## src/hdl/wtsp_pkg.sv

```systemverilog
// shared types and constants for the world-to-screen projection block
// no dependencies
package wtsp_pkg;

    localparam int MAT_DIM     = 4;
    localparam int MAT_ENTRIES = MAT_DIM * MAT_DIM;
    localparam int IDX_W       = 4;
    localparam int COORD_W     = 32;
    localparam int PROD_W      = 48;               // floor(coef*coord / 2^16)
    localparam int CLIP_W      = 49;               // sum of three products and a constant
    localparam int MAG_W       = CLIP_W - 1;       // magnitude of a clip value
    localparam int QUO_W       = 47;               // quotient bits per divide
    localparam int DX_FRAC     = 16;
    localparam int DZ_FRAC     = 30;
    localparam int DVD_W       = MAG_W + DZ_FRAC;  // widest dividend
    localparam int REM_W       = MAG_W + 1;
    localparam int DIV_STAGES  = QUO_W + 2;        // setup, one stage per bit, sign fixup
    localparam int FIFO_DEPTH  = 4;
    localparam int FIFO_AW     = 2;
    localparam int PIX_W       = 65;               // (1 +- d) * size
    localparam int PIXC_W      = 49;               // clamped value
    localparam int SCALE_W     = PIXC_W + 17;

    localparam int CFG_IDX_W   = 2;
    localparam int CFG_DATA_W  = 16;
    localparam int VP_W        = 15;
    localparam int PRR_W       = 16;

    localparam logic [CFG_IDX_W-1:0] REG_VP_WIDTH  = 2'd0;
    localparam logic [CFG_IDX_W-1:0] REG_VP_HEIGHT = 2'd1;
    localparam logic [CFG_IDX_W-1:0] REG_PRR       = 2'd2;

    localparam logic [VP_W-1:0]  VP_WIDTH_RST  = 15'd1024;
    localparam logic [VP_W-1:0]  VP_HEIGHT_RST = 15'd768;
    localparam logic [PRR_W-1:0] PRR_RST       = 16'd16384;

    localparam logic ACT_LOAD    = 1'b0;
    localparam logic ACT_PROJECT = 1'b1;

    typedef struct packed {
        logic signed [CLIP_W-1:0] cx;
        logic signed [CLIP_W-1:0] cy;
        logic signed [CLIP_W-1:0] cz;
        logic signed [CLIP_W-1:0] cw;
    } t_clip;

    typedef struct packed {
        logic                 full;
        logic                 empty;
        logic [FIFO_AW:0]     count;
    } t_fifo_status;

endpackage

```

## src/hdl/wtsp_fifo.sv

```systemverilog
// short queue of clip coordinates between front and back
// depends on wtsp_pkg
module wtsp_fifo import wtsp_pkg::*; (
    input  logic         i_clk,
    input  logic         i_rst_n,
    input  logic         i_push,
    input  t_clip        i_data,
    input  logic         i_pop,
    output t_clip        o_data,
    output t_fifo_status o_status
);

    t_clip              r_mem [FIFO_DEPTH];
    logic [FIFO_AW-1:0] r_wr_ptr;
    logic [FIFO_AW-1:0] r_rd_ptr;
    logic [FIFO_AW:0]   r_count;
    logic [FIFO_AW:0]   n_count;

    assign o_data         = r_mem[r_rd_ptr];
    assign o_status.full  = r_count == (FIFO_AW+1)'(FIFO_DEPTH);
    assign o_status.empty = r_count == '0;
    assign o_status.count = r_count;

    always_ff @(posedge i_clk) begin
        if (i_push) begin
            r_mem[r_wr_ptr] <= i_data;
        end
    end

    always_comb begin
        n_count = r_count;
        if (i_push && !i_pop) begin
            n_count = r_count + 1'b1;
        end else if (!i_push && i_pop) begin
            n_count = r_count - 1'b1;
        end
    end

    always_ff @(posedge i_clk) begin
        if (!i_rst_n) begin
            r_wr_ptr <= '0;
            r_rd_ptr <= '0;
            r_count  <= '0;
        end else begin
            if (i_push) begin
                r_wr_ptr <= r_wr_ptr + 1'b1;
            end
            if (i_pop) begin
                r_rd_ptr <= r_rd_ptr + 1'b1;
            end
            r_count <= n_count;
        end
    end

endmodule

```

## config.mk

```make
export PLATFORM = sky130hd
export DESIGN_NAME = wtsp_fifo
export DESIGN_NICKNAME = d
export VERILOG_FILES = /design/src/hdl/wtsp_pkg.sv /design/src/hdl/wtsp_fifo.sv
export SDC_FILE = /design/constraint.sdc
export NUM_CORES = 1
export LEC_CHECK = 0
export BUFFER_PORTS_ARGS = -buffer_cell sky130_fd_sc_hd__buf_2
export CORE_MARGIN = 2
export CORE_UTILIZATION = 50
export DETAILED_ROUTE_END_ITERATION = 10
export PLACE_DENSITY = 0.71
export SYNTH_ARGS = -nofsm -noshare
export SYNTH_HDL_FRONTEND = slang
export SYNTH_SLANG_ARGS = --single-unit
```

## constraint.sdc

```tcl
create_clock -name i_clk -period 9.55 [get_ports i_clk]
set_input_delay 0.4775 -clock i_clk [delete_from_list [all_inputs] [get_ports i_clk]]
set_output_delay 0.4775 -clock i_clk [all_outputs]
set_load 0.03 [all_outputs]
```

=== After elaboration in Yosys (flattened, before gate mapping) ===
Memory sizes are Yosys's and may differ from the RTL's. A register that Yosys moved wholly into a read port is not among the register bits.
Cells that the tools add are included.

* Register bits after elaboration: 7
* Bits in latches: 0
* Bits in writable memories: 784
* ROM bits: 0
* Input port bits: 200
* Output and inout port bits: 201
* Word-level logic and storage cells: 21
* Memories kept: 1

* Add/subtract/negate cells: 4
* $mul: 0
* Div/mod/pow operators: 0
* Order comparisons: 0
* Eq/ne operators: 1
* Shift-type cells: 0
* Mux-type cells: 6
* Bitwise gates (word level): 0
* Reductions and logical operators: 6

{| class="wikitable"
|+ Memories
! name !! words !! bits a word !! read ports !! clocked after memory_dff !! wr ports !! line !! text
|-
| r_mem || 4 || 196 || 1 || 1 || 1 || wtsp_fifo.sv:13 || <nowiki>t_clip r_mem [FIFO_DEPTH];</nowiki>
|}

{| class="wikitable"
|+ Operators by type and width
! cell !! number
|-
| $mux W3 || 2
|-
| $add A2 B1 Y2 const B || 2
|-
| $mux W2 || 2
|-
| $add A3 B1 Y3 const B || 1
|-
| $eq A3 B3 Y1 const B || 1
|-
| $logic_not A3 Y1 || 1
|-
| $sub A3 B1 Y3 const B || 1
|-
| $logic_and A1 B1 Y1 || 2
|-
| $logic_not A1 Y1 || 2
|-
| $mux W1 || 2
|-
| $reduce_bool A2 Y1 || 1
|}

=== Logic depth before layout (Yosys ltp) ===
Gate-level depths: netlist (run 1).

* Depth in word-level cells: 4
* Gate-level depth with buffers: 7
* Mapped depth without buffers: 7

=== Worst setup path after synthesis (run 1) ===
OpenSTA, ideal clock, no wires.

* Path type: register -> register
* From: register r_wr_ptr[0]
* To: memory r_mem[0][0] (netlist bit) (enable)
* Setup time: 580 ps
* Arrival time: 5000 ps
* Required time: 8970 ps
* Setup slack: 3970 ps
* Stages on the path, launching flop included: 4
* Buffers on the path: 0
* Path through: dfxtp_1 -> inv_1 -> ha_1 -> and2_1

{| class="wikitable"
|+ RTL lines
! what !! line !! text
|-
| from (decl) || wtsp_fifo.sv:14 || <nowiki>logic [FIFO_AW-1:0] r_wr_ptr;</nowiki>
|-
| from (signal assigned) || wtsp_fifo.sv:46 || <nowiki>r_wr_ptr <= r_wr_ptr + 1'b1;</nowiki>
|-
| to (decl) || wtsp_fifo.sv:13 ||
|}

No word-level cell before the write port.

==> results.md, run 1 <==
* Outcome: completed
* Final instance area at approximately 34,000 um^2
* Die width at around 240 um
* Drt pass-1 iters at 5
* Layout cells sized above 1 at between 40% and 50%
* Met1 Use GR at between 20% and 30%
* Post-DR vias/cell at between 5 and 6
* WL final at between 50,000 and 60,000 um
* Crit path to: o_data[192]
* Resized cells post-CTS at 0
* Pwr Total at between 7000 and 8000 uW
* Final-layout fill cell count at 3,997
* Worst setup SP type: flop
* RSZ-0062 raised after global routing: false
* Layer with the highest usage: met2
* Worst hold start: i_data[51]
* Syn avg cell area at about 27 um^2
* FP Rows at 87
* Max Cap Viol at 0
* Total number of vias at 12,869
* Multi-input logic area at about 4700 um^2
* Core box area at 56,600 um^2
* GR Util met2 at 30.2%
* Fin. max-slew vios at 0
* Clk_lat worst skew at 600 ps
* DRT iter0 DRCs at about 770
* Root buffer cell: clkbuf_16
* CP Data Required Time at roughly 9100 ps
* PortBufs at 400
* LEAKAGE at between 0.01 and 0.015 uW
* Power Dens Cells at between 200 and 250 nW/um^2
* F_max at 221 MHz
* CTS hold repair buffers at 0
* Global route overflow at 0
* Critical Path AT at between 4000 and 5000 ps
* Hold Fails Final Rpt at 0
* Largest net degree at the start of global routing at 69
* Syn Inst Count at around 1,100
* Min Tclk post-route at around 4500 ps
* Register area at between 20,000 and 25,000 um^2
* Worst R2R Start: r_wr_ptr[0]
* Number of synthesized flops with an enable pin at 784
* Worst-path clk slew at around 60 ps
* Placed instance area at around 31,000 um^2
* Dominant synthesized flop cell: edfxtp_1
* Synth cell types at 20
* Relative slew slack at 28.8%
* Ports at 401
* Syn Nets at around 1,300
* Num CTS Buffers at ~80
* HPWL Detailed at ~33,000 um
* Period utilization at 47.3%
* R2R cell count at 5
* Register bit total from synthesis at around 790
* CTS tree: yes
* Routing usage on met3 at 5.89%
* Fin Setup TNS at 0 ps
* Worst setup margin at approximately 5000 ps
* Worst Tran Pin Value at approximately 1100 ps
* Initial Utilization at between 50 and 60%
* Seq/Total Area, Yosys at 82.6%
* CTS Buffer Depth at 3
* FF-to-FF End: r_mem[0][69]
* Mapped Area at 28,700 um^2
* CTS Sinks at a little under 800
* Hold/Removal Path Class: in -> reg
* Clock skew at 18.8 ps
* WL/cell at 23.7 um
* Worst hold margin at 85.3 ps
* Critical path class: reg -> out
* Async set-or-reset flop fraction in the synthesized netlist at 0%
* Worst slack at placement at 5480 ps
* First-pass GRT wire length at approximately 83,000 um
* Final setup viols at 0
* Die area at between 50,000 and 60,000 um^2
* Vias in the first global route at roughly 14,000
* R2r setup slk at roughly 6500 ps
* CTS H-tree depth at 3
* Final GP Congestion at between 0.7 and 0.8
* Critical Path End Type: primary output
* Worst-path fanout max at just under 50
* Synth-to-layout area growth at 18.4%
* Postcts setup bufs at 0
* # DRC at 0
* Post-DRT Antenna Nets at 0
* GRT Total Usage at about a fifth
* Final net count at between 1,500 and 2,000
* Die Y at ~240 um
* Initial antenna violation count at 16
* Maximum VDD drop at 0.000175 V
* Synth Warn # at 0
-- stage by stage --
stage,utilization (%),cells
4_1_cts,60.0,2335
6_report,60.1,2341
2_1_floorplan,-,1067
3_5_place_dp,55.6,2196
5_1_grt,60.0,2339
3_3_place_gp,55.6,2196
-- critical path, stage by stage (launching register included) --
cell and delay [ps]:
dfxtp_4 780, buf_4 850, buf_4 860, mux4_2 640, buf_2 200
-- worst min-delay path by stage --
stage	endpoint	depth (start not counted)
2_1_floorplan	r_wr_ptr[1]	2
3_3_place_gp	r_count[2]	2
3_5_place_dp	r_count[2]	2
4_1_cts	r_mem[1][163]	1
5_1_grt	r_mem[2][11]	1
6_report	r_mem[0][51]	1
-- cells by family after synthesis --
group,share of synthesized area (%)
flops,82.6
mux,15.4
buf+inv,1.16
simple gates,0.318
fa+ha+maj,0.288
xor+xnor,0.153
compound gates,0.0436
-- flip-flops by register name, indices dropped and copies added (netlist names), named ones only --
signal,count
r_wr_ptr,2
r_mem,784
r_count,3
r_rd_ptr,2
-- synth_stat cells (2+ instances only) --
master	count	area [um^2]
xor2_1	3	26.3
mux4_2	196	4410
clkbuf_1	6	22.5
and2_1	9	56.3
edfxtp_1	784	23500
mux2i_1	2	20.0
dfxtp_1	9	180
buf_6	17	191
xnor2_1	2	17.5
ha_1	5	62.6
nor2b_1	2	12.5
buf_2	21	105
inv_1	4	15.0
-- layout by cell type, fill, tap and decap left out, types with 2 or more instances in the layout --
| master | instances |
|---|---|
| and2_1 | 5 |
| and2_4 | 4 |
| buf_2 | 400 |
| buf_4 | 17 |
| bufinv_16 | 6 |
| clkbuf_1 | 17 |
| clkbuf_16 | 80 |
| clkinv_1 | 14 |
| clkinv_2 | 10 |
| clkinv_8 | 5 |
| clkinvlp_4 | 5 |
| dfxtp_1 | 7 |
| dfxtp_4 | 2 |
| diode_2 | 6 |
| edfxtp_1 | 784 |
| ha_1 | 5 |
| inv_1 | 4 |
| mux2i_1 | 2 |
| mux4_2 | 196 |
| nor2b_1 | 2 |
| xnor2_1 | 2 |
| xor2_1 | 3 |
-- power by group --
| group | switching (uW) | total (uW) | internal, uW |
|---|---|---|---|
| combinational | 587 | 906 | 319 |
| sequential | 54.6 | 4060 | 4000 |
| clock | 1230 | 2940 | 1710 |
| total | 1880 | 7900 | 6030 |
-- layer usage --
layer  routed length, um  share of wire, %
met5                 120              0.22
met4                1260               2.3
met3                4220               7.6
met1               21800                39
met2               28100                51
-- final cells by class --
type / instances / share of cell area (%)
repair buffers: 417 / 6.26
multi-input cells: 226 / 13.8
well taps: 756 / 2.78
diodes: 6 / 0.0442
clock buffers: 97 / 6.08
flip-flops and latches: 793 / 69.8
clock inverters: 42 / 1.23
inverters: 4 / 0.0442
Power figures use the tool's default switching activity.
==> inputs of run 2 (changes only) <==
- PLACE_DENSITY: 0.71 -> 0.74
- clock period: 9.55 -> 4.15 ns (I/O delays scaled with it)
==> results.md, run 2 (synthesis gave the netlist of run 1 again) <==
* CTS Buffer Depth at 3 (unchanged)
* CP Data Required Time at 3940 ps (-5130 ps)
* CTS hold repair buffers at 200 (+200)
* Fin util at 64.1% (+4.1 points)
* Fin Setup TNS at 0 ps (unchanged)
* Worst Tran Pin Value at 981 ps (-87.9 ps)
* Largest net degree at the start of global routing at 83 (+20%)
* Fin. max-slew vios at 0 (unchanged)
* CTS H-tree depth at 3 (unchanged)
* Period utilization at between 70% and 80%
* Crit path top cell by count: buf_12
* Num CTS Buffers at 79 (unchanged)
* Relative slew slack at 34.6% (+5.9 points)
* Top reg by flops: r_mem
* Max Cap Viol at 0 (unchanged)
* HPWL Detailed at 34,800 um (+4.3%)
* Crit path max-delay cell type: dfxtp_4
* Root buffer cell: clkbuf_16
* Critical Path AT at 2780 ps (-1260 ps)
* Worst-path clk slew at 70 ps (about the same)
* Buf/Inv on CP at 3 (unchanged)
* Total number of vias at 13,917 (+8.1%)
* Largest regs: r_mem: 784 flops, r_count: 3 flops
* Delay-heaviest family, CP: buffers and inverters
* Commonest non-fill, non-tap cell in the layout: edfxtp_1
* Global route overflow at 0 (unchanged)
* Critical path class: reg -> out
* Die area at 59,400 um^2 (unchanged)
* Worst setup SP type: flop
* Max FFs per register at 784 (unchanged)
* Largest stage delay, worst path at 750 ps (-110 ps)
* Initial Utilization at 50.7% (unchanged)
* CTS Sinks at 793 (unchanged)
* RSZ-0062 raised after global routing: false
* Post-DRT Antenna Nets at 0 (unchanged)
* WL final at 62,000 um (+12%)
* GRT Total Usage at 21.0% (+2.3 points)
* Final net count at 1,944 (+13%)
* Critical Path End Type: primary output
* First-pass GRT wire length at 92,900 um (+12%)
* Die Y at 244 um (unchanged)
* Post-DR vias/cell at 5.44 (-1.0%)
* Resized cells post-CTS at 0 (unchanged)
* PortBufs at 400 (unchanged)
* DRT iter0 DRCs at 1,020 (+32%)
* Final GP Congestion at 0.781 (+4.7%)
* Critical-path cell list: buf_12 > buf_12 > mux4_2 > buf_2
* Worst-path fanout max at 31 (-37%)
* LEAKAGE at 0.0123 uW (+8.7%)
* Hold/Removal Path Class: in -> reg
* Clock skew at 19.5 ps (+0.691 ps)
* Maximum VDD drop at 0.000497 V (+180%)
* CTS tree: yes
* FP Rows at 87 (unchanged)
* Final-layout fill cell count at 3,647 (-8.8%)
* Synth-to-layout area growth at 26.4%
* # DRC at 0 (unchanged)
* Pwr Total at 18,600 uW (+140%)
* F_max at approximately 330 MHz
* R2r setup slk at 2010 ps (-4460 ps)
* Min Tclk post-route at around 3000 ps
* Commonest non-fill, non-tap cells in the layout: 784 x edfxtp_1, 400 x buf_2, 200 x dlygate4sd3_1, 196 x mux4_2, 81 x clkbuf_16
* Layout cells sized above 1 at 41.2% (-4.8 points)
* Clk_lat worst skew at 620 ps (+20 ps)
* Final setup viols at 0 (unchanged)
* Hold Fails Final Rpt at 0 (unchanged)
* Power Dens Cells at 512 nW/um^2 (+120%)
* Initial antenna violation count at 0 (-16)
* Postcts setup bufs at 0 (unchanged)
* Vias in the first global route at 15,063 (+11%)
* Outcome: completed
* WL/cell at 24.2 um (+2.3%)
* Drt pass-1 iters at 4 (-1)
* Core box area at 56,600 um^2 (unchanged)
* Ports at 401 (unchanged)
* Die width at 244 um (unchanged)
-- run 2: cell count changes in the layout (fill, tap and decap cells not counted), moves of 3 or more --
cell / before / now
dlygate4sd3_1: 0 / 200
buf_12: 0 / 13
clkinv_1: 14 / 22
diode_2: 6 / 1
buf_4: 17 / 21
clkinv_8: 5 / 2
-- run 2: path summary, 6_finish.rpt --
path                                  start            end  cells after the start
worst max-delay path                   flop    o_data[144]                      4
worst max register to register  r_wr_ptr[1]   r_mem[1][94]                      4
worst min register to register  r_wr_ptr[1]    r_wr_ptr[1]                      2
worst min-delay path            i_data[184]  r_mem[2][184]                      2
-- run 2: layer usage --
metal	GRT usage [%]	routed length, um	vias to the layer above
met3	5.98	4560	109
li1	-	-	5982
met5	0	0	-
met4	6.33	1570	0
met2	36.2	32500	534
met1	26.1	23400	7292
-- run 2: final cells by class --
cell class | instances | area, um^2 | share of cell area, %
repair buffers | 634 | 4420 | 12.2
inverters | 4 | 15.0 | 0.0414
multi-input cells | 226 | 4670 | 12.9
flip-flops and latches | 793 | 23700 | 65.4
well taps | 756 | 946 | 2.61
diodes | 1 | 2.50 | 0.00689
clock buffers | 97 | 2090 | 5.75
clock inverters | 47 | 428 | 1.18
-- run 2: power by group --
group | switching [uW] | internal [uW]
combinational | 1430 | 895
clock | 2950 | 3970
sequential | 138 | 9210
-- run 2: worst register-to-register path, cell delays in order, from the launching register on --
cell,delay [ps]
dfxtp_1,340
inv_1,90
ha_1,140
and2_4,750
buf_4,480
-- run 2: per-stage QoR --
step                instance area, um^2  hold WS, ps  std cells  setup slack (ps)
global route                      36300          301       2557               972
global placement                  31800          416       2213              1770
CTS                               36300          284       2557              1060
detailed placement                31800          424       2213              1740
floorplan                         28700          306       1067               768
finish                            36300          336       2558              1160
